File: src/hw/rtl/pkp_pkg.sv
// shared types, constants and helpers of the paced keystroke player
`timescale 1ns / 1ps
package pkp_pkg;

	localparam int TEXT_DEPTH_DEF = 4096;
	localparam int FIELD_LEN_DEF  = 8;

	localparam int KD_W   = 40;
	localparam int FP_W   = 20;
	localparam int IDF_W  = 16;
	localparam int MAG_W  = 45;
	localparam int HALF_W = 21;
	localparam int HPROD_W = HALF_W + FP_W;
	localparam int PROD_W = 2 * HALF_W + FP_W;

	localparam logic [FP_W-1:0]   FRAME_US_RESET = 20'd16667;
	localparam logic [KD_W-1:0]   DLY_MAX   = 40'h7F_FFFF_FFFF;
	localparam logic [KD_W-1:0]   DLY_MIN   = 40'h80_0000_0000;
	localparam logic [PROD_W-1:0] PROD_MAX  = 62'h7F_FFFF_FFFF;
	localparam logic [PROD_W-1:0] PROD_MAX1 = 62'h80_0000_0000;
	localparam logic [MAG_W-1:0]  MAG_CAP   = 45'h200_0000_0000;

	localparam logic [7:0] CH_DOLLAR = 8'h24;
	localparam logic [7:0] CH_HASH   = 8'h23;
	localparam logic [7:0] CH_LBRACE = 8'h7B;
	localparam logic [7:0] CH_COLON  = 8'h3A;
	localparam logic [7:0] CH_RBRACE = 8'h7D;
	localparam logic [7:0] CH_PLUS   = 8'h2B;
	localparam logic [7:0] CH_MINUS  = 8'h2D;
	localparam logic [7:0] CH_SPACE  = 8'h20;
	localparam logic [7:0] CH_TAB    = 8'h09;
	localparam logic [7:0] CH_ZERO   = 8'h30;
	localparam logic [7:0] CH_NINE   = 8'h39;
	localparam logic [7:0] CH_LF     = 8'h0A;
	localparam logic [7:0] CH_CR     = 8'h0D;

	localparam logic KIND_TEXT = 1'b0;
	localparam logic KIND_TICK = 1'b1;

	localparam logic CFG_INITIAL_DELAY = 1'b0;
	localparam logic CFG_FRAME_PERIOD  = 1'b1;

	typedef struct packed {
		logic            kind;
		logic [7:0]      text_byte;
		logic            text_first;
		logic            text_last;
		logic [FP_W-1:0] elapsed_us;
		logic            is_tick;
		logic            is_load_end;
	} pkp_item_t;

	typedef enum logic [3:0] {
		ST_IDLE, ST_TERM, ST_RD0, ST_C0, ST_PK_W, ST_PK, ST_NM_W, ST_NM,
		ST_VL_W, ST_VL, ST_MUL0, ST_MUL1, ST_APPLY, ST_OUT
	} state_t;

	typedef enum logic [1:0] {CMD_NONE, CMD_WAIT, CMD_DELAY, CMD_KEY} cmd_t;

	typedef enum logic [1:0] {VP_WS, VP_DIG, VP_STOP} vp_t;

	function automatic logic [7:0] name_ch(input cmd_t c, input logic [2:0] i);
		logic [7:0] r;
		r = 8'h00;
		unique case (c)
			CMD_WAIT: begin
				case (i)
					3'd0: r = 8'h77;
					3'd1: r = 8'h61;
					3'd2: r = 8'h69;
					3'd3: r = 8'h74;
					default: r = 8'h00;
				endcase
			end
			CMD_DELAY: begin
				case (i)
					3'd0: r = 8'h64;
					3'd1: r = 8'h65;
					3'd2: r = 8'h6C;
					3'd3: r = 8'h61;
					3'd4: r = 8'h79;
					default: r = 8'h00;
				endcase
			end
			CMD_KEY: begin
				case (i)
					3'd0: r = 8'h6B;
					3'd1: r = 8'h65;
					3'd2: r = 8'h79;
					default: r = 8'h00;
				endcase
			end
			default: r = 8'h00;
		endcase
		return r;
	endfunction

endpackage

File: src/hw/rtl/pkp_if.sv
// channel interfaces: input items, key words and configuration writes
`timescale 1ns / 1ps
interface pkp_in_if;
	logic       valid;
	logic       ready;
	logic       kind;
	logic [7:0] text_byte;
	logic       text_first;
	logic       text_last;
	logic [19:0] elapsed_us;
	modport source(output valid, kind, text_byte, text_first, text_last, elapsed_us,
		input ready);
	modport sink(input valid, kind, text_byte, text_first, text_last, elapsed_us,
		output ready);
endinterface


File: src/hw/rtl/pkp_front.sv
// front end: accepts and classifies input words into a two-entry queue
`timescale 1ns / 1ps
module pkp_front import pkp_pkg::*; (
	input  logic      clk,
	input  logic      arst_n,
	pkp_in_if.sink    items,
	output logic      item_valid,
	output pkp_item_t item,
	input  logic      item_ready
);

	pkp_item_t  fifo_q [2];
	logic       wr_ptr_q;
	logic       rd_ptr_q;
	logic [1:0] count_q;
	logic       push;
	logic       pop;
	pkp_item_t  cls;

	assign items.ready = (count_q != 2'd2);
	assign push        = items.valid && items.ready;
	assign item_valid  = (count_q != 2'd0);
	assign item        = fifo_q[rd_ptr_q];
	assign pop         = item_valid && item_ready;

	always_comb begin
		cls.kind        = items.kind;
		cls.text_byte   = items.text_byte;
		cls.text_first  = items.text_first;
		cls.text_last   = items.text_last;
		cls.elapsed_us  = items.elapsed_us;
		cls.is_tick     = (items.kind == KIND_TICK);
		cls.is_load_end = (items.text_byte == 8'h00) || items.text_last;
	end

	always_ff @(posedge clk) begin
		if (push) begin
			fifo_q[wr_ptr_q] <= cls;
		end
	end

	always_ff @(posedge clk or negedge arst_n) begin
		if (!arst_n) begin
			wr_ptr_q <= 1'b0;
			rd_ptr_q <= 1'b0;
			count_q  <= 2'd0;
		end else begin
			if (push) wr_ptr_q <= ~wr_ptr_q;
			if (pop) rd_ptr_q <= ~rd_ptr_q;
			count_q <= count_q + {1'b0, push} - {1'b0, pop};
		end
	end

endmodule

File: src/flat_wrapper.sv
// flat-port wrapper written by rule: the top's interface ports become plain ports
module pkp_front_flat import pkp_pkg::*;
  (clk, arst_n, item_valid, item, item_ready, items_valid, items_kind, items_text_byte, items_text_first, items_text_last, items_elapsed_us, items_ready);
  pkp_in_if items_i ();
  input  logic clk;
  input  logic arst_n;
  output logic item_valid;
  output pkp_item_t item;
  input  logic item_ready;
  input wire logic [$bits(items_i.valid)-1:0] items_valid;
  input wire logic [$bits(items_i.kind)-1:0] items_kind;
  input wire logic [$bits(items_i.text_byte)-1:0] items_text_byte;
  input wire logic [$bits(items_i.text_first)-1:0] items_text_first;
  input wire logic [$bits(items_i.text_last)-1:0] items_text_last;
  input wire logic [$bits(items_i.elapsed_us)-1:0] items_elapsed_us;
  output wire logic [$bits(items_i.ready)-1:0] items_ready;
  assign items_i.valid = items_valid;
  assign items_i.kind = items_kind;
  assign items_i.text_byte = items_text_byte;
  assign items_i.text_first = items_text_first;
  assign items_i.text_last = items_text_last;
  assign items_i.elapsed_us = items_elapsed_us;
  assign items_ready = items_i.ready;
  pkp_front u_core (.clk(clk), .arst_n(arst_n), .items(items_i), .item_valid(item_valid), .item(item), .item_ready(item_ready));
endmodule
File: config.mk
export PLATFORM = sky130hd
export DESIGN_NAME = pkp_front_flat
export DESIGN_NICKNAME = d
export VERILOG_FILES = /design/src/hw/rtl/pkp_pkg.sv /design/src/hw/rtl/pkp_if.sv /design/src/hw/rtl/pkp_front.sv /design/src/flat_wrapper.sv
export SDC_FILE = /design/constraint.sdc
export NUM_CORES = 1
export LEC_CHECK = 0
export BUFFER_PORTS_ARGS = -buffer_cell sky130_fd_sc_hd__buf_2
export CELL_PAD_IN_SITES_DETAIL_PLACEMENT = 2
export CELL_PAD_IN_SITES_GLOBAL_PLACEMENT = 2
export CORE_MARGIN = 4
export CORE_UTILIZATION = 41
export DETAILED_ROUTE_END_ITERATION = 6
export PLACE_DENSITY_LB_ADDON = 0.1
export SLEW_MARGIN = 20
export SYNTH_ARGS = -nofsm -noshare
export SYNTH_HDL_FRONTEND = slang
export SYNTH_SLANG_ARGS = --single-unit
File: constraint.sdc
create_clock -name clk -period 4.7 [get_ports clk]
set_input_delay 0.47 -clock clk [delete_from_list [all_inputs] [get_ports clk]]
set_output_delay 0.47 -clock clk [all_outputs]
set_load 0.01 [all_outputs]
==> metrics.txt <==
clock buffer count from CTS=9; Crit-path slowest cell=dfrtp_2; critical path arrival=about 1.9 ns; ANT cells=0; cell count after synthesis=around 120; vias after detailed routing=around 1300; Area contributors post-synth=edfxtp_1 72%, mux2_4 16%, dfrtp_1 3.7%; leak pwr=about 0.0013 uW; # resized after CTS=0; NetSw=about 600 uW; cell accounting for the most synthesized area=edfxtp_1; Distinct cells, synth=18; Final setup viols=0; part of the power in registers=46.7%; Routed Antenna Nets=0; status=finished, final reports clean; CTS tree=built; initial antenna violation count=0; Design Area, Final=roughly 0.0033 mm2; Comb pwr share=30.0%; crit-path max FO=33; largest net degree at the start of global routing=34; max_slew headroom=a little under a third; Clock Sinks=roughly 70; Max Slew Vio Count=0; Area Overhead vs Synth=22.9%; Final Net Count=between 200 and 250; Std-Cell Rows=29; Final Hold Viols=0; Total Power=between 2000 and 2500 uW; Cell Area, Synth=approximately 0.0027 mm2; internal power=approximately 1400 uW; power per cell area=around 620 mW/mm2; Routed Wire Length=about 5.2 mm; non-filler cells, final=281; total buffers and inverters traversed by the critical path=1; Iter 0 DRT Violations=around 100; root buf cell=clkbuf_8; critical path launch point type=register; setup_tns=0 ns; Max Cap Viol=0; Worst Tran Pin Value=roughly 1.0 ns; first-pass GRT wire length=~8.1 mm; delay of the slowest cell on the worst path=between 1 and 1.5 ns; Max clock buf depth=2; vias in the first global route=approximately 1600; clk_lat worst skew=about 0.33 ns; total of warnings raised by yosys=0; fin crit period=2.40 ns; DRC Markers=0; Crit Path Category=reg2out; RSZ-0062 raised after global routing=false; DIE AREA=~0.008 mm2; layout cell share with drive strength beyond 1=between 50% and 60%; final core occ=51.7%; Final Skew=between 0.008 and 0.009 ns; Clock Power Share=23.3%; Core Box Area=between 0.006 and 0.007 mm2; Area after DPL=approximately 0.0031 mm2; Req. time, crit path=approximately 4.2 ns; I/O pin count=70; period utilisation layout=51.2%; Starting Density=between 40 and 50%; Avg WL per Cell=roughly 19 um; syn avg cell area=between 20 and 25 um2; f_max=approximately 420 MHz; H-tree depth=3; RePlAce Congestion=approximately 0.7; Fillers=578; # port buffers=69; Synth top area share=between 70 and 80%; CP endpoint kind=output pin; Switching Fraction=between 20% and 30%; worst min-delay path class=in2reg; Yosys reg bits=just under 70; Global Route Usage Sum=between 10% and 20%; Die W=88.7 um; placed instance count=around 260; Crit path max-delay family=flip-flops; Max rail drop VDD=~0.00033 V; DRT Pass-1 Iters=3; register area share after synthesis=between 70% and 80%; post-CTS setup buffer count=0; clock-pin slew on the worst setup and hold paths=~0.070 ns; total congestion overflow=0; syn_nets=160; vias per inst=approximately 4.7; Die Y=a little under 90 um; CP cell instances=mux2_1 -> buf_2; # hold bufs at CTS=1
## through the flow
stage	setup slack, ns	hold slack [ns]
3_5_place_dp	2.61	0.279
2_1_floorplan	2.27	0.174
5_1_grt	2.16	0.312
4_1_cts	2.23	0.309
6_report	2.30	0.327
3_3_place_gp	2.64	0.277
## kinds of logic after synthesis
group	count (synthesis)	synth area share (%)
compound gates	1	0.281
xor+xnor	4	1.31
fa+ha+maj	2	0.937
buf+inv	8	2.39
flops	68	75.7
mux	32	17.6
simple gates	8	1.78
## routing by layer
| layer | GRT usage [%] | part of all wire, % | vias to the layer above |
|---|---|---|---|
| met5 | 0 | 0 | - |
| met4 | 6.18 | 1.4 | 0 |
| li1 | - | - | 624 |
| met2 | 25.9 | 56 | 42 |
| met1 | 16.3 | 37 | 657 |
| met3 | 3.35 | 5.3 | 7 |
## path summary, 6_finish.rpt
path,start,end,slack [ns],depth (start not counted)
setup reg to reg,u_core.count_q[0],u_core.fifo_q[0][10],2.88,3
setup / recovery,u_core.rd_ptr_q,item[32],2.30,2
min in group asynchronous,arst_n,u_core.count_q[1],0.49,2
max in group asynchronous,arst_n,u_core.rd_ptr_q,4.08,2
hold reg to reg,u_core.wr_ptr_q,u_core.wr_ptr_q,0.56,1
hold / removal,items_elapsed_us[16],u_core.fifo_q[0][18],0.33,1
## power by group through the flow
stage | registers, uW | logic, uW | clock network, uW
after floorplan | 877 | 510 | 0
after global placement | 957 | 606 | 0
after detailed placement | 978 | 629 | 0
after CTS | 966 | 635 | 499
after global routing | 979 | 670 | 526
final | 958 | 614 | 477
## cell type report
| type | instances | area (um2) | share of cell area (%) |
|---|---|---|---|
| Inverter | 3 | 11.3 | 0.343 |
| Tap cell | 77 | 96.3 | 2.94 |
| Clock buffer | 12 | 155 | 4.73 |
| Timing Repair Buffer | 70 | 355 | 10.8 |
| Sequential cell | 68 | 2020 | 61.6 |
| Clock inverter | 4 | 47.5 | 1.45 |
| Multi-Input combinational cell | 47 | 593 | 18.1 |
## layout by cell type (no fill, tap or decap), types with 2 or more instances in the layout
cell type	instances
clkbuf_8	11
buf_2	69
inv_1	3
nor4_1	2
edfxtp_1	64
xnor2_1	3
clkinv_2	2
dfrtp_1	3
mux2_4	29
mux2_1	3
ha_1	2
## synth_stat cells
library cell,number
buf_4,1
xor2_1,1
mux2_1,3
dfrtp_1,4
xnor2_1,3
buf_6,4
nand2b_1,1
mux2_4,29
nor4_1,2
and2_4,1
a21o_1,1
edfxtp_1,64
nor2_1,1
nand2_1,1
inv_1,3
ha_1,2
or2_1,1
and3_1,1
## registers in the layout (all words and copies together), names as in the netlist
name / count
u_core.count_q: 2
u_core.fifo_q: 64
u_core.rd_ptr_q: 1
u_core.wr_ptr_q: 1
No activity file was read; power rests on OpenSTA's default activity.
